### src/hw/rtl/kwm_pkg.sv
// ----------------------------------------------------------------------------
// kwm_pkg
// Shared types and constants of the keyframe window marginalizer: transaction
// payloads, configuration register indexes and arithmetic widths.
// ----------------------------------------------------------------------------
package kwm_pkg;

  // configuration register indexes
  localparam int CFG_IDX_W = 2;
  localparam logic [CFG_IDX_W-1:0] CFG_MAX_ACTIVE     = 2'd0;
  localparam logic [CFG_IDX_W-1:0] CFG_FLOW_THRESHOLD = 2'd1;
  localparam logic [CFG_IDX_W-1:0] CFG_KEEP_RATIO     = 2'd2;

  // register reset values
  localparam logic [2:0]  MAX_ACTIVE_RST     = 3'd7;
  localparam logic [31:0] FLOW_THRESHOLD_RST = 32'd655360;
  localparam logic [16:0] KEEP_RATIO_RST     = 17'd3277;

  // ratio of an empty slot, 1.0 in Q1.16
  localparam logic [16:0] RATIO_ONE = 17'h10000;

  // item modes
  localparam logic MODE_UPDATE = 1'b0;
  localparam logic MODE_OFFER  = 1'b1;

  // arithmetic widths
  localparam int RAD_W   = 64;  // radicand of the root unit
  localparam int ROOT_W  = 32;  // root, also the norm in 2^-15 m
  localparam int DIVS_W  = 33;  // norm plus one
  localparam int QUOT_W  = 36;  // 2^35 / (norm + 1)
  localparam int SUM_W   = 40;  // sum of up to six reciprocal terms for eight slots
  localparam int SUM_LO_W = 20; // low half of the split score product
  localparam int D1_W    = 21;  // sqrt of the scaled norm
  localparam int SCORE_W = 64;
  localparam int D1_SHIFT = 9;

  typedef struct packed {
    logic               mode;
    logic [2:0]         slot;
    logic signed [31:0] pos_x;
    logic signed [31:0] pos_y;
    logic signed [31:0] pos_z;
    logic [15:0]        active_points;
    logic [15:0]        inactive_points;
    logic               is_fixed;
    logic [31:0]        flow_mean;
  } kwm_in_t;

  typedef struct packed {
    logic       added;
    logic       marg_valid;
    logic [2:0] marg_slot;
    logic       marg_by_ratio;
    logic [3:0] window_size;
  } kwm_out_t;

endpackage

### src/hw/rtl/kwm_recip.sv
// ----------------------------------------------------------------------------
// kwm_recip
// Restoring divider for the reciprocal term 2^35 / divisor, one quotient bit
// per cycle.
// ----------------------------------------------------------------------------
module kwm_recip (
  input  logic                        clk,
  input  logic                        rst,
  input  logic                        start,
  input  logic [kwm_pkg::DIVS_W-1:0]  divisor,
  output logic                        done,
  output logic [kwm_pkg::QUOT_W-1:0]  quot
);
  import kwm_pkg::*;

  localparam int CNT_W = $clog2(QUOT_W);

  logic              busy;
  logic [CNT_W-1:0]  cnt;
  logic [DIVS_W-1:0] dvs;
  logic [DIVS_W-1:0] rem;
  logic [DIVS_W:0]   shifted;
  logic              num_bit;

  // the numerator is a single one in its top bit
  always_comb begin
    num_bit = (cnt == '0);
    shifted = {rem, num_bit};
  end

  always_ff @(posedge clk) begin
    if (rst) begin
      busy <= 1'b0;
      done <= 1'b0;
    end else begin
      done <= 1'b0;
      if (start && !busy) begin
        busy <= 1'b1;
        cnt  <= '0;
        dvs  <= divisor;
        rem  <= '0;
        quot <= '0;
      end else if (busy) begin
        if (shifted >= {1'b0, dvs}) begin
          rem  <= DIVS_W'(shifted - {1'b0, dvs});
          quot <= {quot[QUOT_W-2:0], 1'b1};
        end else begin
          rem  <= shifted[DIVS_W-1:0];
          quot <= {quot[QUOT_W-2:0], 1'b0};
        end
        cnt <= cnt + 1'b1;
        if (cnt == CNT_W'(QUOT_W - 1)) begin
          busy <= 1'b0;
          done <= 1'b1;
        end
      end
    end
  end

endmodule

### config.mk
export PLATFORM = sky130hd
export DESIGN_NAME = kwm_recip
export DESIGN_NICKNAME = d
export VERILOG_FILES = /design/src/hw/rtl/kwm_pkg.sv /design/src/hw/rtl/kwm_recip.sv
export SDC_FILE = /design/constraint.sdc
export NUM_CORES = 1
export LEC_CHECK = 0
export BUFFER_PORTS_ARGS = -buffer_cell sky130_fd_sc_hd__buf_4
export CAP_MARGIN = 20
export CORE_ASPECT_RATIO = 1.5
export CORE_MARGIN = 4
export CORE_UTILIZATION = 35
export DETAILED_ROUTE_END_ITERATION = 8
export PLACE_DENSITY_LB_ADDON = 0.15
export SLEW_MARGIN = 0
export SYNTH_ARGS = -nofsm -noshare
export SYNTH_HDL_FRONTEND = slang
export SYNTH_SLANG_ARGS = --single-unit
### constraint.sdc
create_clock -name clk -period 7.65 [get_ports clk]
set_clock_uncertainty 0.05 [all_clocks]
set_input_delay 1.53 -clock clk [delete_from_list [all_inputs] [get_ports clk]]
set_output_delay 1.53 -clock clk [all_outputs]
set_load 0.1 [all_outputs]
==> results by group <==
Worst setup path
  • Crit path max fanout: 36
  • R2r worst-path depth: 13
  • Setup crit end kind: flip-flop
  • Worst setup path end: rem[17]
  • R2r endpoint: rem[17]
  • Critical path class: flip-flop to flip-flop
  • Worst Path Arrival: approximately 4 ns
  • Worst path required time: approximately 7.8 ns
  • Worst setup path start: cnt[2]
  • R2R setup slack: 3.69 ns
  • Reg-to-reg startpoint: cnt[2]
  • Crit start category: flip-flop

Clock network
  • # Post-CTS Setup Buffers: 0
  • H-tree Lvls: 3
  • Clock insertion delay at the later pin of the skew report: ~0.36 ns
  • Clock Root Buffer: clkbuf_16
  • CTS Hold Bufs: 0
  • Clk slew on worst S/H paths: ~0.08 ns
  • Clock Tree Buf Depth: 2
  • TritonCTS clock tree: yes
  • Sink Count: 110
  • CTS buffer count: 9
  • Resized Gates After CTS: 0

Pwr
  • Sw frac: between 30% and 40%
  • Peak VDD IR: ~120 uV
  • P_sw: about 570 uW
  • Int Power: between 1000 and 1500 uW
  • Leak: roughly 0.0029 uW
  • Power Density: ~240 nW/um^2
  • Flop pwr share: 44.1%
  • Clock power share: between 20% and 30%
  • Power share of the combinational group: between 20 and 30%

Placed design
  • I/O Buffers: 72
  • Placed Cells: between 800 and 900
  • Hpwl dp: ~9.5 mm
  • Gpl congestion: a little over 0.8

Synthesis
  • List of most frequent post-synthesis cells: 108 x edfxtp_1, 46 x inv_1, 41 x nand2_1
  • Post-synthesis cell area: slightly above 6000 um^2
  • Synth Net Count: 622
  • Cell taking the most area after synthesis: edfxtp_1
  • Synth Register Bits: 110
  • Sequential fraction of the synthesis area: between 50% and 60%
  • Synth top area cells: edfxtp_1 53%, ha_1 7.2%, and2_1 4.0%
  • Synth Instances: 550
  • Ys async rst share: 0%
  • Yosys top cell area share: 53.0%
  • EDFF count, synth: roughly 110
  • Warning count from the yosys run: 0
  • Count leader, synth: edfxtp_1
  • Syn avg cell area: 11.1 um^2
  • Top_reg_cell synth: edfxtp_1
  • Synth cell types: 64

Timing
  • Fin. Hold Viols: 0
  • Slew Limit Fails: 0
  • Slew @ Worst Pin: about 1 ns
  • Max-Slew Margin vs Limit: a little under a third
  • Final period utilization: around half
  • RSZ-0062 raised after global routing: no
  • Final setup fails: 0
  • Hold Slack: just over 0.5 ns
  • Fmax: 0.252 GHz
  • Sum Neg Setup Slack: 0 ns
  • Crit path time final: 3.96 ns

Die
  • Top-Level Pins: 73
  • Core area: between 15000 and 20000 um^2
  • Area of the die: ~20000 um^2
  • DIE WIDTH: 116 um
  • Chip height: 170 um
  • Initial core utilization: 36.0%
  • Standard-cell row count: 58

Layout
  • Final Util: around 42%
  • Non-Filler Instances: roughly 830
  • Fin nets: a little under 700
  • Fill count: 1678
  • Share of layout cells above drive strength 1: between 20% and 30%
  • Diodes inserted: 0
  • Layout area overhead: 16.9%

Detailed routing
  • Drt wl/cell: between 15 and 20 um
  • Drt first pass iters: 4
  • DRT antenna net count: 0
  • Final WL: about 14 mm
  • Detailed-route DRC error count: 0
  • Routed via count: approximately 4300
  • DRT iter0 DRCs: approximately 160
  • Vias per std cell: just over 5

Global route
  • GRT Total Usage: between 10% and 20%
  • First-pass GRT wire length: 22.4 mm
  • Initial antenna violation count: 0
  • Overflow after GRT: 0
  • Number of global-route vias before repair: ~4600
  • Largest net degree at the start of global routing: 77

Run status
  • Status: finished, final reports clean

Run
  • Max-Cap Viols: 0

Hold path
  • HP Class: flip-flop to flip-flop
-- how the worst min path moves through the flow --
stage	start	to	depth (start not counted)
2_1_floorplan	busy	done	2
3_3_place_gp	quot[24]	quot[25]	1
3_5_place_dp	quot[23]	quot[24]	1
4_1_cts	quot[23]	quot[24]	1
5_1_grt	quot[25]	quot[26]	1
6_report	quot[23]	quot[24]	1
-- power by group through the flow --
stage	registers [uW]	clock network, uW	logic [uW]
2_1_floorplan	850	0	290
3_5_place_dp	766	0	475
3_3_place_gp	766	0	469
4_1_cts	753	495	477
5_1_grt	758	516	517
6_report	753	481	473
-- sequential cells by signal (all words and copies together) (netlist names) --
signal and cells:
busy 1, done 1, cnt 6, rem 33
dvs 33, quot 36
-- through the flow --
step                      worst slack, ns  power (uW)  area, um^2
final                                3.69        1710        7150
after detailed placement             3.68        1240        6850
after floorplan                      2.34        1140        6120
after global routing                 3.27        1790        7150
after CTS                            3.63        1730        7150
after global placement               3.94        1230        6850
-- kinds of logic (layout without fill, tap and decap cells) --
logic type               Yosys count  count (layout)  synth area share [%]
AO/OA/AOI/OAI                    120             120                  13.4
XOR/XNOR                          27              27                  3.87
adder cells (fa/ha/maj)           36              36                  7.49
buffers and inverters             63             136                  4.58
flip-flops                       110             110                  53.7
AND/OR/NAND/NOR                  194             194                  17.0
-- cell type report --
type                       count  area, um^2  area share [%]
inverter                      46         173            2.42
multi-input combinational    377        2580            36.0
timing repair buffer          74         556            7.77
clock inverter                 6        60.1           0.840
sequential                   110        3280            45.9
tap                          210         263            3.68
clock buffer                  10         239            3.34
-- layer usage --
layer  routed length (um)  vias to the layer above  global-route usage, %
met5                    0                        -                      0
met4                  284                        0                   5.35
met3                  635                       17                   3.31
met2                 7390                       91                   25.9
met1                 5510                     2081                   16.3
li1                     -                     2120                      -
-- worst max-delay path, cell delays in order (launching register included) --
cell and delay [ns]:
edfxtp_1 0.46, nor3_1 0.30, nand3b_1 0.15, ha_1 0.21, inv_1 0.07, fa_1 0.20
a21oi_1 0.10, o211ai_1 0.39, a22oi_1 0.19, a21oi_1 0.29, o2111ai_2 0.21, nand2_2 0.61
nand2_1 0.31, o21ai_0 0.26
-- layout by cell type (no fill, tap or decap), drive strengths merged, types with 2 or more instances in the layout --
cell	instances
ha	35
and3	6
nor2b	4
a211oi	5
clkinv	2
xor2	10
and2	40
clkbuf	10
a21boi	2
nor4	4
o21bai	5
nand3b	2
buf	74
nand2	52
and4	3
nor2	31
o21ai	23
nand4b	2
xnor2	17
nand4	6
nor3	12
inv	50
edfxtp	108
nand2b	2
o211ai	5
a31oi	5
dfxtp	2
a21oi	48
nand3	20
a21o	10
nor3b	4
o21a	3
Note: power is estimated with default switching activity, not from simulation.
