## config.mk

```make
export PLATFORM = sky130hd
export DESIGN_NAME = kwm_isqrt
export DESIGN_NICKNAME = d
export VERILOG_FILES = /design/src/hw/rtl/kwm_pkg.sv /design/src/hw/rtl/kwm_isqrt.sv
export SDC_FILE = /design/constraint.sdc
export NUM_CORES = 1
export LEC_CHECK = 0
export BUFFER_PORTS_ARGS = -buffer_cell sky130_fd_sc_hd__buf_2
export CAP_MARGIN = 25
export CORE_ASPECT_RATIO = 0.7
export CORE_MARGIN = 3
export CORE_UTILIZATION = 30
export CTS_CLUSTER_DIAMETER = 50
export DETAILED_ROUTE_END_ITERATION = 10
export PLACE_DENSITY = 0.58
export SLEW_MARGIN = 10
export SYNTH_ARGS = -nofsm -noshare
export SYNTH_HDL_FRONTEND = slang
export SYNTH_SLANG_ARGS = --single-unit
```

## constraint.sdc

```tcl
create_clock -name clk -period 7.76 [get_ports clk]
set_input_delay 0.776 -clock clk [delete_from_list [all_inputs] [get_ports clk]]
set_output_delay 0.776 -clock clk [all_outputs]
set_load 0.02 [all_outputs]
```

## src/hw/rtl/kwm_pkg.sv

```systemverilog
// ----------------------------------------------------------------------------
// kwm_pkg
// Shared types and constants of the keyframe window marginalizer: transaction
// payloads, configuration register indexes and arithmetic widths.
// ----------------------------------------------------------------------------
package kwm_pkg;

  // configuration register indexes
  localparam int CFG_IDX_W = 2;
  localparam logic [CFG_IDX_W-1:0] CFG_MAX_ACTIVE     = 2'd0;
  localparam logic [CFG_IDX_W-1:0] CFG_FLOW_THRESHOLD = 2'd1;
  localparam logic [CFG_IDX_W-1:0] CFG_KEEP_RATIO     = 2'd2;

  // register reset values
  localparam logic [2:0]  MAX_ACTIVE_RST     = 3'd7;
  localparam logic [31:0] FLOW_THRESHOLD_RST = 32'd655360;
  localparam logic [16:0] KEEP_RATIO_RST     = 17'd3277;

  // ratio of an empty slot, 1.0 in Q1.16
  localparam logic [16:0] RATIO_ONE = 17'h10000;

  // item modes
  localparam logic MODE_UPDATE = 1'b0;
  localparam logic MODE_OFFER  = 1'b1;

  // arithmetic widths
  localparam int RAD_W   = 64;  // radicand of the root unit
  localparam int ROOT_W  = 32;  // root, also the norm in 2^-15 m
  localparam int DIVS_W  = 33;  // norm plus one
  localparam int QUOT_W  = 36;  // 2^35 / (norm + 1)
  localparam int SUM_W   = 40;  // sum of up to six reciprocal terms for eight slots
  localparam int SUM_LO_W = 20; // low half of the split score product
  localparam int D1_W    = 21;  // sqrt of the scaled norm
  localparam int SCORE_W = 64;
  localparam int D1_SHIFT = 9;

  typedef struct packed {
    logic               mode;
    logic [2:0]         slot;
    logic signed [31:0] pos_x;
    logic signed [31:0] pos_y;
    logic signed [31:0] pos_z;
    logic [15:0]        active_points;
    logic [15:0]        inactive_points;
    logic               is_fixed;
    logic [31:0]        flow_mean;
  } kwm_in_t;

  typedef struct packed {
    logic       added;
    logic       marg_valid;
    logic [2:0] marg_slot;
    logic       marg_by_ratio;
    logic [3:0] window_size;
  } kwm_out_t;

endpackage

```

## src/hw/rtl/kwm_isqrt.sv

```systemverilog
// ----------------------------------------------------------------------------
// kwm_isqrt
// Iterative integer square root, floor(sqrt(rad)), two radicand bits per cycle.
// ----------------------------------------------------------------------------
module kwm_isqrt (
  input  logic                        clk,
  input  logic                        rst,
  input  logic                        start,
  input  logic [kwm_pkg::RAD_W-1:0]   rad,
  output logic                        done,
  output logic [kwm_pkg::ROOT_W-1:0]  root
);
  import kwm_pkg::*;

  localparam int REM_W = ROOT_W + 4;
  localparam int CNT_W = $clog2(ROOT_W);

  logic              busy;
  logic [CNT_W-1:0]  cnt;
  logic [RAD_W-1:0]  src;
  logic [REM_W-1:0]  rem;
  logic [REM_W-1:0]  shifted;
  logic [REM_W-1:0]  trial;

  // one digit of the root per step
  always_comb begin
    shifted = {rem[REM_W-3:0], src[RAD_W-1:RAD_W-2]};
    trial   = {rem[REM_W-1:REM_W-2] & 2'b00, root[ROOT_W-1:0], 2'b01};
  end

  always_ff @(posedge clk) begin
    if (rst) begin
      busy <= 1'b0;
      done <= 1'b0;
    end else begin
      done <= 1'b0;
      if (start && !busy) begin
        busy <= 1'b1;
        cnt  <= '0;
        src  <= rad;
        rem  <= '0;
        root <= '0;
      end else if (busy) begin
        src <= {src[RAD_W-3:0], 2'b00};
        if (shifted >= trial) begin
          rem  <= shifted - trial;
          root <= {root[ROOT_W-2:0], 1'b1};
        end else begin
          rem  <= shifted;
          root <= {root[ROOT_W-2:0], 1'b0};
        end
        cnt <= cnt + 1'b1;
        if (cnt == CNT_W'(ROOT_W - 1)) begin
          busy <= 1'b0;
          done <= 1'b1;
        end
      end
    end
  end

endmodule

```

==> summary.md, run 1 <==
| Metric | Value |
|---|---|
| Status | `finished, final reports clean` |
| Starting Density | `30.74%` |
| Via Count | `5593` |
| EDFF count, synth | `135` |
| GP Congestion | `0.8104` |
| Global-route wire length before repair | `27.80 mm` |
| Clock Skews | `0.01449 ns` |
| Synth cell count leaders | `206 x nand2_1, 135 x edfxtp_1, 89 x nor2_1` |
| HP Class | `register to register` |
| Setup_tns | `0 ns` |
| Mean Syn Cell Area | `10.02 um^2` |
| Slowest stage delay, CP | `0.53 ns` |
| Post-CTS setup buffers | `0` |
| Synth area leaders | `edfxtp_1 53%, nand2_1 10%, ha_1 5.9%` |
| Peak supply drop | `0.0001403 V` |
| Final nets | `958` |
| Synth Instances | `761` |
| Syn_nets | `864` |
| IO Count | `100` |
| Max-Cap Viols | `0` |
| Share of cells above drive strength 1 | `17.40%` |
| Initial antenna violation count | `1` |
| H-tree levels | `4` |
| Hpwl dp | `11.71 mm` |
| Distinct cell type count after synthesis | `63` |
| Leak | `3.977 nW` |
| Worst-path clk slew | `0.06 ns` |
| Clock root buffer | `clkbuf_16` |
| Yosys top cell area share | `53.17%` |
| CP Class | `register to register` |
| WHS | `0.5093 ns` |
| Final hold vios | `0` |
| Drt first pass iters | `5` |
| CTS tree | `yes` |
| Clock buffer count from CTS | `17` |
| Tot Pwr | `2.432 mW` |
| Crit path buf inv count | `1` |
| Clk sinks | `137` |
| Critical Path Source Type | `register` |
| Sequential cell area | `4094 um^2` |
| WL/cell | `14.41 um` |
| Post_cts resized | `0` |
| Die W | `196.6 um` |
| Clock Tree Buf Depth | `2` |
| Final Cycle Share | `47.74%` |
| Setup Viol. Count Final | `0` |
| Async SR Flop Fraction | `0%` |
| Synth warn | `0` |
| Detail-routed via count per cell | `4.688` |
| Port buffer count | `99` |
| Hold_buf cts | `0` |
| Multi-input gate area in the final layout | `3221 um^2` |
| Crit path DAT | `3.83 ns` |
| Synth Flop Type | `edfxtp_1` |
| Fin. max-slew vios | `0` |
| Slew @ Worst Pin | `0.9967 ns` |
| CP Cell Sequence | `ha_1, and3_1, and2_1, nor4b_2, nand3_1, a31oi_1, o31ai_4, a21oi_4, buf_4, mux2i_1, nor2_1` |
| DR iter-0 viols | `346` |
| Area growth from synthesis to layout | `17.94%` |
| Die Y | `139.4 um` |
| Top-count cell post-synth | `nand2_1` |
| Slew margin rel. | `33.55%` |
| PD cells | `270.4 nW/um^2` |
| FP Rows | `48` |
| Synth Cell Area | `7625 um^2` |
| Slowest stage cell, crit path | `a21oi_4` |
| DRT antenna net count | `0` |
| CP Capture Type | `register` |
| Gr usage total | `12.65%` |
| Diodes inserted | `0` |
| Synth area leader | `edfxtp_1` |
| Family with the most delay on the worst path | `compound AO/OA/AOI/OAI gates` |
| Number of remaining DRC errors | `0` |
| RSZ-0062 raised after global routing | `no` |
| Overflow after GRT | `0` |
| Maximum clock rate | `269.9 MHz` |
| Synth Register Bits | `137` |
| Core area | `24800 um^2` |
| Largest net degree at the start of global routing | `90` |
| Die area | `27400 um^2` |
| Worst-path fanout max | `28` |
| Tmin final | `3.705 ns` |
| Number of global-route vias before repair | `5272` |
| Fillers | `2529` |
| Seq/Total Area, Yosys | `53.69%` |
| Worst skew pair latency | `0.42 ns` |
| Post-Route WL | `17.20 mm` |
| Worst path required time | `7.89 ns` |
==> flip-flops by register name (all words and copies together), names as in the netlist <==
name and cells:
rem 34, cnt 5, busy 1, root 32, done 1, src 64
==> through the flow <==
stage | std cells | util (%) | cell area, um^2 | setup slack, ns
3_3_place_gp | 1161 | 33.96 | 8423 | 4.206
2_1_floorplan | 761 | - | 7625 | 0.6268
4_1_cts | 1193 | 36.25 | 8992 | 4.061
5_1_grt | 1193 | 36.25 | 8992 | 3.791
6_report | 1193 | 36.25 | 8992 | 4.055
3_5_place_dp | 1161 | 33.96 | 8423 | 4.077
==> cell type report <==
class	count	share of cell area, %
Inverter	43	1.795
Tap cell	325	4.522
Timing Repair Buffer	105	6.011
Clock buffer	21	4.898
Clock inverter	11	1.433
Sequential cell	137	45.53
Multi-Input combinational cell	551	35.81
==> worst paths after layout <==
kind         startpoint      end  slack (ns)  cells after the start
max             rem[23]  rem[27]        4.06                     11
min             src[26]  src[28]        0.51                      2
max reg2reg     rem[23]  rem[27]        4.06                     11
min reg2reg     src[26]  src[28]        0.51                      2
==> tightest hold or removal path: stages (launching register included) <==
cell      delay, ns
edfxtp_1       0.32
nand2_1        0.05
nand2_1        0.05
==> placed cells by master (no fill, tap or decap), types with 17 or more instances in the layout <==
cell	instances
nand2_1	206
edfxtp_1	135
buf_2	99
nor2_1	88
inv_1	43
ha_1	36
a21oi_1	30
mux2i_1	23
xnor2_1	19
clkbuf_16	17
==> cell families (layout without fill, tap and decap cells) <==
logic type	after synthesis	in the layout	synth area share (%)
and+or+nand+nor	358	358	19.63
DFF	137	137	53.69
AOI/OAI and AO/OA	104	104	10.04
buffers and inverters	73	180	4.266
adders and majority gates	36	36	5.907
xor gates and xnor gates	30	30	3.446
muxes	23	23	3.019
==> where the power goes <==
group	switching [mW]	internal (mW)
Sequential	0.0345	0.924
Combinational	0.392	0.271
Clock	0.310	0.500
Total	0.737	1.69
==> metal layers <==
layer  wire length, um  global-route usage, %
met5                13                      0
met4                93                  2.362
met3              1098                  3.969
met2              6637                  17.13
met1              9352                  19.68
Power figures use the tool's default switching activity.
==> run 2: changes to the inputs <==
Clock period 7.76 ns to 3.6 ns, I/O delays scaled along.
==> run 2 against run 1 <==
Net effect:
- power up 120%
- worst setup slack worse by 3.6 ns
- combinational power up 120%
- wire length up 0.67%
- hold slack worse by 0.36 ns
- count of clock-buffer cells in the layout down 1
- final cell count up 0.25%
- largest power group unchanged
- final area up 1.0%
- critical endpoint is now rem[7]
==> summary.md, run 2 (synthesis gave the netlist of run 1 again) <==
| Metric | Value |
|---|---|
| Status | `finished, final reports clean` |
| Final hold vios | `0 (unchanged)` |
| RSZ-0062 raised after global routing | `no` |
| Post-Route WL | `17.31 mm (+0.67%)` |
| Commonest non-fill, non-tap cell in the layout | `nand2_1` |
| Hold_buf cts | `0 (unchanged)` |
| Worst reg-to-reg path cell count | `11 (unchanged)` |
| Layout Utilization | `36.63% (+0.38 points)` |
| Via Count | `5527 (-1.2%)` |
| Area growth from synthesis to layout | `19.17%` |
| Worst path required time | `3.76 ns (-4.13 ns)` |
| Number of global-route vias before repair | `5513 (+4.6%)` |
| Max-Cap Viols | `0 (unchanged)` |
| Tmin final | `3.153 ns (-0.5515 ns)` |
| Clock root buffer | `clkbuf_16` |
| CP Capture Type | `register` |
| Largest registers | `src (64), rem (34), root (32)` |
| Gr usage total | `13.07% (+0.42 points)` |
| CP Class | `register to register` |
| Crit path buf inv count | `1 (unchanged)` |
| Share of cells above drive strength 1 | `17.57% (+0.17 points)` |
| PD cells | `594.7 nW/um^2 (+120%)` |
| Overflow after GRT | `0 (unchanged)` |
| Diodes inserted | `0 (unchanged)` |
| Critical Path Source Type | `register` |
| Clock Skews | `0.01145 ns (-0.003045 ns)` |
| Multi-input gate area in the final layout | `3221 um^2 (unchanged)` |
| Maximum clock rate | `317.1 MHz (+17%)` |
| Hold_sp | `rst` |
| Clock buffer count from CTS | `17 (unchanged)` |
| FP Rows | `48 (unchanged)` |
| Initial antenna violation count | `2 (+1)` |
| Fin. max-slew vios | `0 (unchanged)` |
| Final nets | `961 (+0.31%)` |
| Post_cts resized | `0 (unchanged)` |
| WHS | `0.1463 ns (-0.3630 ns)` |
| Clock Tree Buf Depth | `2 (unchanged)` |
| Fillers | `2535 (+0.24%)` |
| Worst skew pair latency | `0.42 ns (about the same)` |
| Levels on crit path | `11 (unchanged)` |
| IO Count | `100 (unchanged)` |
| R2r setup slk | `0.45 ns (-3.61 ns)` |
| Post-CTS setup buffers | `0 (unchanged)` |
| Crit path DAT | `3.31 ns (-0.52 ns)` |
| Peak supply drop | `0.0003108 V (+120%)` |
| Largest net degree at the start of global routing | `72 (-20%)` |
| H-tree levels | `4 (unchanged)` |
| CP Cell Sequence | `ha_1, and3_1, and2_1, nor4b_2, nand3_1, a31oi_1, o31ai_4, a21oi_4, buf_12, mux2i_1, nor2_1` |
| Family with the most delay on the worst path | `simple AND/OR/NAND/NOR gates` |
| Starting Density | `30.74% (unchanged)` |
| WL/cell | `14.47 um (+0.42%)` |
| Core area | `24800 um^2 (unchanged)` |
| Drt first pass iters | `5 (unchanged)` |
| Slowest stage cell, crit path | `edfxtp_1` |
| Placed Instance Area | `8471 um^2 (+0.56%)` |
| Final instance area | `9086 um^2 (+1.0%)` |
| Setup_tns | `0 ns (unchanged)` |
| Worst-path clk slew | `0.06 ns (about the same)` |
| Port buffer count | `99 (unchanged)` |
| DR iter-0 viols | `355 (+2.6%)` |
| Worst R2R End | `rem[7]` |
| Slew @ Worst Pin | `0.9534 ns (-0.04324 ns)` |
| Clk sinks | `137 (unchanged)` |
| Max FFs per register | `64 (unchanged)` |
| Die Y | `139.4 um (unchanged)` |
| Die area | `27400 um^2 (unchanged)` |
| Setup Viol. Count Final | `0 (unchanged)` |
| HP Class | `primary input to register` |
| Worst-path fanout max | `34 (+21%)` |
| Detail-routed via count per cell | `4.621 (-1.4%)` |
| Leak | `4.023 nW (+1.2%)` |
| Slew margin rel. | `36.44% (+2.9 points)` |
| Setup crit start | `rem[24]` |
| Slowest stage delay, CP | `0.43 ns (-0.10 ns)` |
| Critical path endpoint | `rem[7]` |
| Die W | `196.6 um (unchanged)` |
| Top reg by flops | `src` |
| Global-route wire length before repair | `28.61 mm (+2.9%)` |
| Final Cycle Share | `87.59% (+40 points)` |
| DRT antenna net count | `0 (unchanged)` |
| Sequential cell area | `4094 um^2 (unchanged)` |
| Commonest cells after routing, fill and taps aside | `206 x nand2_1, 135 x edfxtp_1, 99 x buf_2` |
| CTS tree | `yes` |
| GP Congestion | `0.8337 (+2.9%)` |
| Number of remaining DRC errors | `0 (unchanged)` |
| Hpwl dp | `11.88 mm (+1.4%)` |
| Reg-to-Reg Start | `rem[24]` |
## run 2: cell types whose count changed in the layout (fill, tap and decap cells not counted)
| cell | change |
|---|---|
| bufinv_16 | +2 |
| clkbuf_1 | -1 |
| buf_12 | +2 |
| buf_4 | +1 |
| clkinv_2 | -2 |
| clkinv_1 | +2 |
| clkinvlp_4 | -1 |
## run 2: layer usage
metal  wire (um)  vias up  GRT usage (%)
li1            -     2832              -
met1        9356     2559          19.91
met2        6615      119          17.55
met3        1159       15          4.477
met4         167        2          3.262
met5          13        -              0
## run 2: worst min-delay path by stage
stage,to,slack (ns),depth (start not counted)
2_1_floorplan,done,0.43,1
5_1_grt,done,0.12,2
3_3_place_gp,src[33],0.49,2
4_1_cts,done,0.12,2
3_5_place_dp,src[28],0.50,2
6_report,done,0.15,2
## run 2: per-stage QoR
stage	total power, mW	setup WS [ns]	instances
final	5.404	0.4466	1196
after global routing	5.723	0.1475	1196
after CTS	5.466	0.4390	1196
after detailed placement	3.554	0.4718	1164
after global placement	3.539	0.4993	1164
after floorplan	3.214	0.6402	761
## run 2: worst reg2reg max path, stage by stage (launching register included)
cell      delay (ns)
edfxtp_1        0.43
ha_1            0.41
and3_1          0.20
and2_1          0.15
nor4b_2         0.38
nand3_1         0.13
a31oi_1         0.28
o31ai_4         0.13
a21oi_4         0.17
buf_12          0.23
mux2i_1         0.31
nor2_1          0.07
## run 2: report_power, final
group          total (mW)  internal, mW  switching [mW]
Sequential           2.06          1.99          0.0694
Clock                1.87          1.21           0.660
Combinational        1.47         0.604           0.864
## run 2: final cells by class
cell class	count	share of cell area [%]
tap	325	4.475
sequential	137	45.06
inverter	43	1.776
timing repair buffer	108	6.472
clock buffer	20	4.806
clock inverter	12	1.969
multi-input combinational	551	35.44
